`config.mk`:
```
export PLATFORM = sky130hd
export DESIGN_NAME = ffa_ctrl
export DESIGN_NICKNAME = d
export VERILOG_FILES = /design/src/sv/ffa_pkg.sv /design/src/sv/ffa_ctrl.sv
export SDC_FILE = /design/constraint.sdc
export NUM_CORES = 1
export LEC_CHECK = 0
export ABC_AREA = 1
export ABC_CLOCK_PERIOD_IN_PS = 5350
export CORE_MARGIN = 2
export CORE_UTILIZATION = 50
export DETAILED_ROUTE_END_ITERATION = 10
export DONT_BUFFER_PORTS = 1
export MAX_ROUTING_LAYER = met4
export PLACE_DENSITY = 0.68
export SETUP_SLACK_MARGIN = 0.1
export SLEW_MARGIN = 20
export SYNTH_ARGS = -nofsm -noshare
export SYNTH_HDL_FRONTEND = slang
export SYNTH_SLANG_ARGS = --single-unit
```
`constraint.sdc`:
```
create_clock -name clock -period 5.35 [get_ports clock]
set_input_delay 0.2675 -clock clock [delete_from_list [all_inputs] [get_ports clock]]
set_output_delay 0.2675 -clock clock [all_outputs]
set_load 0.05 [all_outputs]
```
`src/sv/ffa_pkg.sv`:
```
package ffa_pkg;

   // Heap geometry
   localparam int HEAP_UNITS = 4096;
   localparam int ADDR_W     = 12;
   localparam int SIZE_W     = 13;
   localparam int UNIT_SHIFT = 4;   // 16-byte units
   localparam int UNIT_BYTES = 1 << UNIT_SHIFT;

   localparam logic [SIZE_W-1:0] GROW_MIN_RESET = 13'd1024;
   localparam logic [SIZE_W-1:0] STEP_LIMIT     = 13'd4096;

   localparam logic FUNC_ALLOC = 1'b0;
   localparam logic FUNC_FREE  = 1'b1;

   localparam logic STAT_OK  = 1'b0;
   localparam logic STAT_OOM = 1'b1;

   // One free-list header: link and size in units
   typedef struct packed {
      logic [ADDR_W-1:0] next;
      logic [SIZE_W-1:0] size;
   } hdr_type;

   localparam int HDR_W = $bits(hdr_type);

   // Header memory access from the controller
   typedef struct packed {
      logic              wr_en;
      logic [ADDR_W-1:0] wr_addr;
      hdr_type           wr_data;
      logic [ADDR_W-1:0] rd_addr;
   } mem_req_type;

   // Finished result handed to the output stage
   typedef struct packed {
      logic              valid;
      logic [ADDR_W-1:0] addr;
      logic              status;
   } res_type;

   typedef enum logic [3:0] {
      ST_INIT,
      ST_IDLE,
      ST_A_PREV,
      ST_A_FETCH,
      ST_A_WALK,
      ST_A_SPLIT,
      ST_G_WR,
      ST_I_BL,
      ST_I_ROV,
      ST_I_WALK,
      ST_I_N,
      ST_I_W2,
      ST_DONE
   } state_type;

endpackage

```
`src/sv/ffa_ctrl.sv`:
```
module ffa_ctrl
   import ffa_pkg::*;
(
   input  logic              clock,
   input  logic              reset,
   input  logic              req_valid,
   output logic              req_stall,
   input  logic              req_func,
   input  logic [15:0]       req_request_bytes,
   input  logic [ADDR_W-1:0] req_block_address,
   input  logic [SIZE_W-1:0] grow_min,
   input  hdr_type           mem_rdata,
   output mem_req_type       mem_req,
   input  logic              rsp_free,
   output res_type           res
);

   state_type         state_ff, state_in;
   logic [ADDR_W-1:0] rover_ff, rover_in;
   logic [SIZE_W-1:0] brk_ff, brk_in;
   logic [ADDR_W-1:0] prev_ff, prev_in;
   logic [ADDR_W-1:0] p_ff, p_in;
   hdr_type           pv_ff, pv_in;
   hdr_type           cur_ff, cur_in;
   logic [ADDR_W-1:0] bp_ff, bp_in;
   hdr_type           bh_ff, bh_in;
   logic [SIZE_W-1:0] units_ff, units_in;
   logic [SIZE_W-1:0] amt_ff, amt_in;
   logic [ADDR_W-1:0] q_ff, q_in;
   logic [SIZE_W-1:0] steps_ff, steps_in;
   logic              grow_ff, grow_in;
   logic [ADDR_W-1:0] res_addr_ff, res_addr_in;
   logic              res_stat_ff, res_stat_in;

   // Scratch values
   logic [16:0]       byte_sum;
   logic [SIZE_W-1:0] req_units;
   logic [SIZE_W-1:0] rem;
   logic [ADDR_W-1:0] q_addr;
   logic [SIZE_W-1:0] amount;
   logic [SIZE_W:0]   brk_sum;
   logic [ADDR_W-1:0] nx;
   logic              ins_found;
   logic [SIZE_W:0]   b_end;
   logic [SIZE_W:0]   p_end;
   hdr_type           b_new;
   hdr_type           p_eff;
   hdr_type           p_new;

   // Control registers
   always_ff @(posedge clock) begin
      if (reset) begin
         state_ff <= ST_INIT;
         rover_ff <= '0;
         brk_ff   <= 13'd1;
         grow_ff  <= 1'b0;
      end else begin
         state_ff <= state_in;
         rover_ff <= rover_in;
         brk_ff   <= brk_in;
         grow_ff  <= grow_in;
      end
   end

   // Working registers
   always_ff @(posedge clock) begin
      prev_ff     <= prev_in;
      p_ff        <= p_in;
      pv_ff       <= pv_in;
      cur_ff      <= cur_in;
      bp_ff       <= bp_in;
      bh_ff       <= bh_in;
      units_ff    <= units_in;
      amt_ff      <= amt_in;
      q_ff        <= q_in;
      steps_ff    <= steps_in;
      res_addr_ff <= res_addr_in;
      res_stat_ff <= res_stat_in;
   end

   // Arithmetic shared by the states
   always_comb begin
      byte_sum  = {1'b0, req_request_bytes} + 17'(UNIT_BYTES - 1);
      req_units = SIZE_W'(byte_sum >> UNIT_SHIFT) + 13'd1;
      rem       = mem_rdata.size - units_ff;
      q_addr    = p_ff + rem[ADDR_W-1:0];
      amount    = (units_ff < grow_min) ? grow_min : units_ff;
      brk_sum   = {1'b0, brk_ff} + {1'b0, amount};
      nx        = mem_rdata.next;
      ins_found = ((bp_ff > p_ff) && (bp_ff < nx)) ||
                  ((p_ff >= nx) && ((bp_ff > p_ff) || (bp_ff < nx))) ||
                  (steps_ff >= STEP_LIMIT);
      // merge with the upper neighbor
      b_end = {2'b0, bp_ff} + {1'b0, bh_ff.size};
      if (b_end == {2'b0, cur_ff.next}) begin
         b_new.size = bh_ff.size + mem_rdata.size;
         b_new.next = mem_rdata.next;
      end else begin
         b_new.size = bh_ff.size;
         b_new.next = cur_ff.next;
      end
      // merge with the lower neighbor, seen after the first write
      p_eff = (p_ff == bp_ff) ? bh_ff : cur_ff;
      p_end = {2'b0, p_ff} + {1'b0, p_eff.size};
      if (p_end == {2'b0, bp_ff}) begin
         p_new.size = p_eff.size + bh_ff.size;
         p_new.next = bh_ff.next;
      end else begin
         p_new.size = p_eff.size;
         p_new.next = bp_ff;
      end
   end

   // Next state and outputs
   always_comb begin
      state_in    = state_ff;
      rover_in    = rover_ff;
      brk_in      = brk_ff;
      prev_in     = prev_ff;
      p_in        = p_ff;
      pv_in       = pv_ff;
      cur_in      = cur_ff;
      bp_in       = bp_ff;
      bh_in       = bh_ff;
      units_in    = units_ff;
      amt_in      = amt_ff;
      q_in        = q_ff;
      steps_in    = steps_ff;
      grow_in     = grow_ff;
      res_addr_in = res_addr_ff;
      res_stat_in = res_stat_ff;

      mem_req.wr_en   = 1'b0;
      mem_req.wr_addr = '0;
      mem_req.wr_data = '0;
      mem_req.rd_addr = rover_ff;

      res.valid  = 1'b0;
      res.addr   = res_addr_ff;
      res.status = res_stat_ff;

      req_stall = (state_ff != ST_IDLE);

      unique case (state_ff)
         ST_INIT: begin
            // sentinel: size zero, linked to itself
            mem_req.wr_en = 1'b1;
            state_in      = ST_IDLE;
         end
         ST_IDLE: begin
            if (req_valid) begin
               steps_in = '0;
               if (req_func == FUNC_ALLOC) begin
                  units_in        = req_units;
                  mem_req.rd_addr = rover_ff;
                  state_in        = ST_A_PREV;
               end else begin
                  bp_in           = req_block_address - 12'd1;
                  mem_req.rd_addr = req_block_address - 12'd1;
                  grow_in         = 1'b0;
                  state_in        = ST_I_BL;
               end
            end
         end
         ST_A_PREV: begin
            prev_in         = rover_ff;
            pv_in           = mem_rdata;
            p_in            = mem_rdata.next;
            mem_req.rd_addr = mem_rdata.next;
            state_in        = ST_A_WALK;
         end
         ST_A_FETCH: begin
            mem_req.rd_addr = p_ff;
            state_in        = ST_A_WALK;
         end
         ST_A_WALK: begin
            priority if (mem_rdata.size == units_ff) begin
               // exact fit: unlink
               mem_req.wr_en   = 1'b1;
               mem_req.wr_addr = prev_ff;
               mem_req.wr_data = '{next: mem_rdata.next, size: pv_ff.size};
               rover_in        = prev_ff;
               res_addr_in     = p_ff + 12'd1;
               res_stat_in     = STAT_OK;
               state_in        = ST_DONE;
            end else if (mem_rdata.size > units_ff) begin
               // split: shrink, then tag the tail
               mem_req.wr_en   = 1'b1;
               mem_req.wr_addr = p_ff;
               mem_req.wr_data = '{next: mem_rdata.next, size: rem};
               mem_req.rd_addr = q_addr;
               q_in            = q_addr;
               state_in        = ST_A_SPLIT;
            end else if (p_ff == rover_ff) begin
               // lap done: grow the break
               if (brk_sum > 14'(HEAP_UNITS)) begin
                  res_addr_in = '0;
                  res_stat_in = STAT_OOM;
                  state_in    = ST_DONE;
               end else begin
                  mem_req.rd_addr = brk_ff[ADDR_W-1:0];
                  bp_in           = brk_ff[ADDR_W-1:0];
                  brk_in          = brk_sum[SIZE_W-1:0];
                  amt_in          = amount;
                  state_in        = ST_G_WR;
               end
            end else if (steps_ff >= STEP_LIMIT) begin
               res_addr_in = '0;
               res_stat_in = STAT_OOM;
               state_in    = ST_DONE;
            end else begin
               prev_in         = p_ff;
               pv_in           = mem_rdata;
               p_in            = mem_rdata.next;
               mem_req.rd_addr = mem_rdata.next;
               steps_in        = steps_ff + 13'd1;
            end
         end
         ST_A_SPLIT: begin
            mem_req.wr_en   = 1'b1;
            mem_req.wr_addr = q_ff;
            mem_req.wr_data = '{next: mem_rdata.next, size: units_ff};
            rover_in        = prev_ff;
            res_addr_in     = q_ff + 12'd1;
            res_stat_in     = STAT_OK;
            state_in        = ST_DONE;
         end
         ST_G_WR: begin
            mem_req.wr_en   = 1'b1;
            mem_req.wr_addr = bp_ff;
            mem_req.wr_data = '{next: mem_rdata.next, size: amt_ff};
            bh_in           = '{next: mem_rdata.next, size: amt_ff};
            grow_in         = 1'b1;
            state_in        = ST_I_ROV;
         end
         ST_I_BL: begin
            bh_in    = mem_rdata;
            state_in = ST_I_ROV;
         end
         ST_I_ROV: begin
            mem_req.rd_addr = rover_ff;
            p_in            = rover_ff;
            steps_in        = '0;
            state_in        = ST_I_WALK;
         end
         ST_I_WALK: begin
            mem_req.rd_addr = nx;
            if (ins_found) begin
               cur_in   = mem_rdata;
               state_in = ST_I_N;
            end else begin
               p_in     = nx;
               steps_in = steps_ff + 13'd1;
            end
         end
         ST_I_N: begin
            mem_req.wr_en   = 1'b1;
            mem_req.wr_addr = bp_ff;
            mem_req.wr_data = b_new;
            bh_in           = b_new;
            state_in        = ST_I_W2;
         end
         ST_I_W2: begin
            mem_req.wr_en   = 1'b1;
            mem_req.wr_addr = p_ff;
            mem_req.wr_data = p_new;
            rover_in        = p_ff;
            if (grow_ff) begin
               // resume the allocate walk from the new rover
               prev_in  = p_ff;
               pv_in    = p_new;
               p_in     = p_new.next;
               steps_in = '0;
               state_in = ST_A_FETCH;
            end else begin
               res_addr_in = '0;
               res_stat_in = STAT_OK;
               state_in    = ST_DONE;
            end
         end
         ST_DONE: begin
            if (rsp_free) begin
               res.valid = 1'b1;
               state_in  = ST_IDLE;
            end
         end
         default: begin
            state_in = ST_IDLE;
         end
      endcase
   end

endmodule

```
== Word level (Yosys, flattened, before mapping) ==
Cells that the tools add are included.

* Logic and storage cells: 190
* Output and inout bits: 65
* Flip-flop bits (word level): 193

* Reductions and logical operators: 29
* Magnitude comparators: 7
* Bitwise gates (word level): 4
* Muxes and demuxes: 83
* Eq/ne operators: 36
* Add/subtract/negate cells: 13

{| class="wikitable"
|+ Operators by type and width
! cell !! number
|-
| 2-to-1 mux 12 bit || 31
|-
| case mux 37 bit (5 select lines) || 1
|-
| 2-to-1 mux 13 bit || 14
|-
| case mux 12 bit (3 select lines) || 3
|-
| 2-to-1 mux 38 bit || 2
|-
| case mux 25 bit (3 select lines) || 1
|-
| case mux 13 bit (5 select lines) || 1
|-
| case mux 12 bit (5 select lines) || 1
|-
| 2-to-1 mux 25 bit || 2
|-
| case mux 12 bit (4 select lines) || 1
|-
| case mux 4 bit (10 select lines) || 1
|-
| case mux 13 bit (3 select lines) || 1
|-
| 2-to-1 mux 4 bit || 9
|-
| adder 12 x 13 -> 14 bit || 2
|-
| == test 14 x 12 -> 1 bit || 2
|-
| != test 2 bit (second input constant) || 14
|-
| adder 13 x 1 -> 13 bit (second input constant) || 2
|-
| adder 13 bit || 2
|-
| adder 12 x 1 -> 12 bit (second input constant) || 2
|-
| == test 12 bit || 2
|-
| case mux 12 bit (2 select lines) || 1
|-
| == test 4 bit (second input constant) || 5
|-
| adder 16 x 4 -> 17 bit (second input constant) || 1
|-
| == test 4 x 3 -> 1 bit (second input constant) || 4
|-
| other kinds (38) || 67
|}

== Logic depth before layout (Yosys ltp) ==
* Depth in word-level cells: 9
* Gate-level depth with buffers: 34
* Depth with buffers taken out: 32

== Worst setup path before layout ==
OpenSTA, ideal clock, no wires.

* Kind: flip-flop to flip-flop
* Start point: register units_ff[4]
* End point: register bp_ff[0] (enable)
* Arrival: 4.697 ns
* Path buffers: 2
* Slack: 0.256 ns
* Setup time: 0.396 ns
* Stages on the path, launching flop included: 25
* Cell sequence: edfxtp_1 > ha_1 > nand2_1 > nor2_1 > o21ai_0 > o211ai_1 > a21oi_1 > nor2_1 > a211oi_1 > o221ai_1 > clkbuf_1 > o21ai_0 > ha_1 > fa_1 > or2_2 > nor2_1 > nand3_1 > nor2_1 > nand2_1 > nor2_4 > nand3_4 > nand2_4 > buf_2 > a21oi_1 > nor3_1

* Word-level cells in the longest chain between the ends: 6

{| class="wikitable"
|+ RTL lines
! what !! RTL line !! text
|-
| from (decl) || ffa_ctrl.sv:27 || <nowiki>logic [SIZE_W-1:0] units_ff, units_in;</nowiki>
|-
| from (signal assigned) || ffa_ctrl.sv:73 || <nowiki>units_ff <= units_in;</nowiki>
|-
| < comparator 13 bit || ffa_ctrl.sv:87 || <nowiki>amount = (units_ff < grow_min) ? grow_min : units_ff;</nowiki>
|-
| 2-to-1 mux 13 bit || ffa_ctrl.sv:87 ||
|-
| via amount[0] || ffa_ctrl.sv:40 || <nowiki>logic [SIZE_W-1:0] amount;</nowiki>
|-
| adder 13 x 13 -> 14 bit || ffa_ctrl.sv:88 || <nowiki>brk_sum = {1'b0, brk_ff} + {1'b0, amount};</nowiki>
|-
| via brk_sum[1] || ffa_ctrl.sv:41 || <nowiki>logic [SIZE_W:0] brk_sum;</nowiki>
|-
| greater-than comparator 14 x 13 -> 1 bit || ffa_ctrl.sv:196 || <nowiki>if (brk_sum > 14'(HEAP_UNITS)) begin</nowiki>
|-
| != test 2 bit (no source line) || - ||
|-
| AND reduction 7 bit (no source line) || - ||
|-
| to (signal assigned) || ffa_ctrl.sv:71 || <nowiki>bp_ff <= bp_in;</nowiki>
|-
| to (decl) || ffa_ctrl.sv:25 || <nowiki>logic [ADDR_W-1:0] bp_ff, bp_in;</nowiki>
|}

The timed path passes the listed nets, and every way through them passes these cells.
A chain may end at the register's enable or synchronous reset.

==> results <==
- The flow ran to the end, and the final reports show no timing, DRC or antenna violations.
- The number of design rule violations left after detail routing is 0.
- The number of warnings reported in the yosys synthesis log is 0.
- The maximum VDD drop is 0.478 mV.
- The first global-routing pass estimated 108 mm of wire.
- TritonCTS built the clock tree.
- In this run the count of I/O pins placed on the die edge is 136.
- The sequential cell area in the final layout is 5500 um^2.
- After detailed routing, the average wire length per cell comes to 25.0 um.
- The area of the core is 34,500 um^2.
- The dominant cell type by area after synthesis is sky130_fd_sc_hd__edfxtp_1.
- The headroom to the max-slew limit is 27.1%.
- CTS placed an instance of sky130_fd_sc_hd__clkbuf_16 at the clock tree root.
- For flop-to-flop paths, the worst setup slack is 0.35 ns.
- Once detailed placement completed, the half-perimeter wirelength came to 55.7 mm.
- The number of detailed-routing iterations run before antenna repair is 6.
- The end of the worst register-to-register path is res_addr_ff[3].
- The leakage power is 0.00912 uW.
- Clock tree synthesis found a total of 193 sinks.
- The tightest min-delay check is of the input pin to flip-flop type.
- The detailed router finished its first iteration with 2,464 violations.
- The worst-case setup margin in the final layout is approximately 0.047 ns.
- For this run, the top clock speed supported by timing is 189 MHz.
- For this run, the slowest stage of the critical path takes 0.41 ns.
- The critical path arrival is 5.04 ns.
- The number of distinct library cell variants in the gate-level netlist after synthesis is 60.
- The pin count of the biggest net entering global routing is 42.
- For the pin with the worst max-slew slack, the measured transition is 1.07 ns.
- The sum of routed wire length over all layers is 75.4 mm.
- In this run the vertical extent of the chip is 191 um.
- Summing all placed instances gives a cell area of around 19,000 um^2.
- Counting cells, the worst reg-to-reg path comes to 29.
- The layout net count is 2,768.
- The routed layout has around 19,000 vias.
- Compared with the post-synthesis result, the final layout area differs by 16.9%.
- The cell count after synthesis came out at 2,438.
- STA classifies the critical path startpoint as a flip-flop.
- The worst-path cell with the longest stage delay is sky130_fd_sc_hd__edfxtp_1.
- The number of global-route vias before repair came to roughly 17,000.
- Setup repair after global routing could not meet its margin everywhere.
- The synthesized area per cell is 7.18 um^2.
- The synthesized area is between 15,000 and 20,000 um^2.
- The fraction of synthesis flops using an asynchronous set or reset pin is 0%.
- The final instance area is slightly above 20,000 um^2.
- After filler insertion, the fill cell instance count of the layout stands at between 3,000 and 4,000.
- The launching element of the worst setup path is units_ff[3].
- Clock latency on the worst-skew pair, taken at its later pin, is 0.49 ns.
- On the final layout, the worst clock skew is 0.0202 ns.
- The number of levels the H-tree was split into is 4.
- The setup path with the least slack is of type flip-flop to primary output.
- Dividing the detail-routed via count by the number of cells gives between 6 and 7.
- Across every metal layer, demand over resource in global routing totals 41.4%.
- For this run, the leading register cell type out of synthesis is sky130_fd_sc_hd__edfxtp_1.
- The worst setup path is captured at a primary output.
- The final-report hold violation count is 0.
- The remaining antenna violation count is 0.
- The die covers between 30,000 and 40,000 um^2.
- For this design the ratio of total power to cell area is about 480 nW/um^2.
- The source of the worst register-to-register timing path is units_ff[3].
- The number of standard-cell rows in the floorplan is 68.
- The library cell used most frequently in the layout, excluding fill and tap cells, is sky130_fd_sc_hd__nand2_1.
- Routability-driven placement finished with a final weighted congestion of 1.04.
- In this run the worst path has a maximum fanout of 7.
- For this run, global-route usage on met3 was measured as a little over 10%.
- Across the run, the number of max-cap violations was 0.
- After synthesis the netlist holds a flip-flop and latch count of 193.
- The area fraction of the dominant cell type after synthesis is 28.0%.
- The last element of the critical path is mem_req[3].
- In the final layout, the multi-input gates occupy about 11,000 um^2.
- Setup violations remaining at the end of the flow were counted as 0.
- Leaving out fill and tap cells, the most frequent cells in the layout are sky130_fd_sc_hd__nand2_1 (622), sky130_fd_sc_hd__inv_1 (293), sky130_fd_sc_hd__nand3_1 (194).
- Measured along the x axis, the die boundary spans 191 um.
- OpenSTA, run right after detailed placement, puts the worst setup slack at 0.193 ns.
- The proportion of synthesized chip area in sequential cells is 31.4%.
- Sorting the synthesized cells by area gives the leading types as sky130_fd_sc_hd__edfxtp_1 (28%), sky130_fd_sc_hd__nand2_1 (14%), sky130_fd_sc_hd__ha_1 (10%).
- The maximum clock insertion buffer count is 2.
- When the netlist entered floorplanning its net count stood at approximately 2,700.
- The number of antenna violations at the first check in global routing is 3.
- Global routing used about three fifths of the available met2 tracks.
- Summed over all layers, the global routing overflow is 0.
- The number of buffers created by CTS is 17.
- The max-slew violation count is 0.
- Port buffering added 0 buffers.
- The ratio of final minimum period to clock period is 99.1%.
- Counting flops with a built-in enable in the synthesized netlist gives 163.
- The share of layout cells above drive strength 1 is 12.1%.
- Clock-pin slew was measured on the worst setup and hold paths at 0.08 ns.
- The met1 track demand over resource in global routing is 55.9%.
- The starting utilization of the core area is between 50 and 60%.
- At the worst endpoint, the required time is 5.08 ns.
- met2 is the most crowded layer.
- The post-route minimum period is about 5.3 ns.
per-layer routing:
metal,wire length [um],vias to the layer above
met5,0,-
met3,9740,244
met2,31400,1310
li1,-,8538
met4,3830,0
met1,30500,8737
per-stage QoR:
| step | hold slack (ns) | cells | total power [uW] | util, % | TNS (ns) |
|---|---|---|---|---|---|
| final | 0.00525 | 3021 | 9910 | 59.2 | 0 |
| after global routing | 0.0113 | 3021 | 10300 | 59.2 | -2.29 |
| after CTS | 0.000302 | 2993 | 9400 | 57.1 | 0 |
| after detailed placement | 0.345 | 2929 | 7980 | 54.4 | 0 |
| after global placement | 0.345 | 2929 | 7940 | 54.4 | 0 |
| after floorplan | 0.366 | 2438 | 5990 | - | 0 |
cell type report:
| type | instances | share of cell area, % |
|---|---|---|
| antenna | 3 | 0.0367 |
| sequential | 193 | 26.9 |
| inverter | 310 | 5.72 |
| timing repair buffer | 168 | 7.89 |
| tap | 455 | 2.78 |
| multi-input combinational | 1860 | 53.9 |
| clock buffer | 18 | 2.10 |
| clock inverter | 14 | 0.752 |
cells by family after synthesis:
logic type | after synthesis | share of synthesized area (%)
simple gates | 1164 | 28.5
compound gates | 429 | 14.8
buf+inv | 386 | 8.53
flops | 193 | 31.4
fa+ha+maj | 147 | 10.8
xor+xnor | 119 | 6.00
sequential cells by signal, summed over array words and instances, names as in the netlist:
signal / count
cur_ff: 25
q_ff: 12
p_ff: 12
res_addr_ff: 12
pv_ff: 13
amt_ff: 13
brk_ff: 13
units_ff: 13
rover_ff: 12
steps_ff: 13
bp_ff: 12
res_stat_ff: 1
state_ff: 4
grow_ff: 1
prev_ff: 12
bh_ff: 25
synth_stat cells (12+ instances only):
cell type,n
sky130_fd_sc_hd__a21oi_1,134
sky130_fd_sc_hd__xnor2_1,36
sky130_fd_sc_hd__o211ai_1,24
sky130_fd_sc_hd__o22ai_1,13
sky130_fd_sc_hd__nor2_1,186
sky130_fd_sc_hd__a211oi_1,30
sky130_fd_sc_hd__edfxtp_1,163
sky130_fd_sc_hd__ha_1,140
sky130_fd_sc_hd__buf_2,21
sky130_fd_sc_hd__a221oi_1,12
sky130_fd_sc_hd__nand3b_1,14
sky130_fd_sc_hd__nand3_1,214
sky130_fd_sc_hd__nand2_1,636
sky130_fd_sc_hd__inv_1,296
sky130_fd_sc_hd__o2111ai_1,13
sky130_fd_sc_hd__clkbuf_1,45
sky130_fd_sc_hd__nand4_1,50
sky130_fd_sc_hd__a31oi_1,12
sky130_fd_sc_hd__o21ai_0,131
sky130_fd_sc_hd__nor3_1,29
sky130_fd_sc_hd__dfxtp_1,30
sky130_fd_sc_hd__xor2_1,82
how the worst min path moves through the flow:
| stage | startpoint | to | slack [ns] | depth (start not counted) |
|---|---|---|---|---|
| CTS | mem_rdata[7] | bh_ff[7] | 0.0003 | 2 |
| detailed placement | reset | state_ff[3] | 0.34 | 1 |
| finish | mem_rdata[0] | bh_ff[0] | 0.005 | 2 |
| global route | mem_rdata[24] | p_ff[11] | 0.01 | 2 |
| floorplan | mem_rdata[0] | cur_ff[0] | 0.37 | 0 |
| global placement | reset | state_ff[2] | 0.34 | 1 |
power breakdown:
group          internal, uW  switching (uW)
registers              2110             371
logic                  1890            4150
clock network           698             687
critical path, delay by kind of cell (launching register included):
kind / cells / cell delay, ns
and+or+nand+nor: 19 / 1.66
adders and majority gates: 3 / 0.88
DFF: 1 / 0.41
buffers and inverters: 3 / 0.63
AOI/OAI and AO/OA: 7 / 0.95
repair_timing:
item,4_1_cts,5_1_grt
hold endpoints to repair,71,0
buffers inserted,5,19
pin swaps,2,54
hold buffers,26,0
gates cloned,1,5
gates resized for setup,16,135
setup endpoints to repair,37,71
No activity file was read; power rests on OpenSTA's default activity.
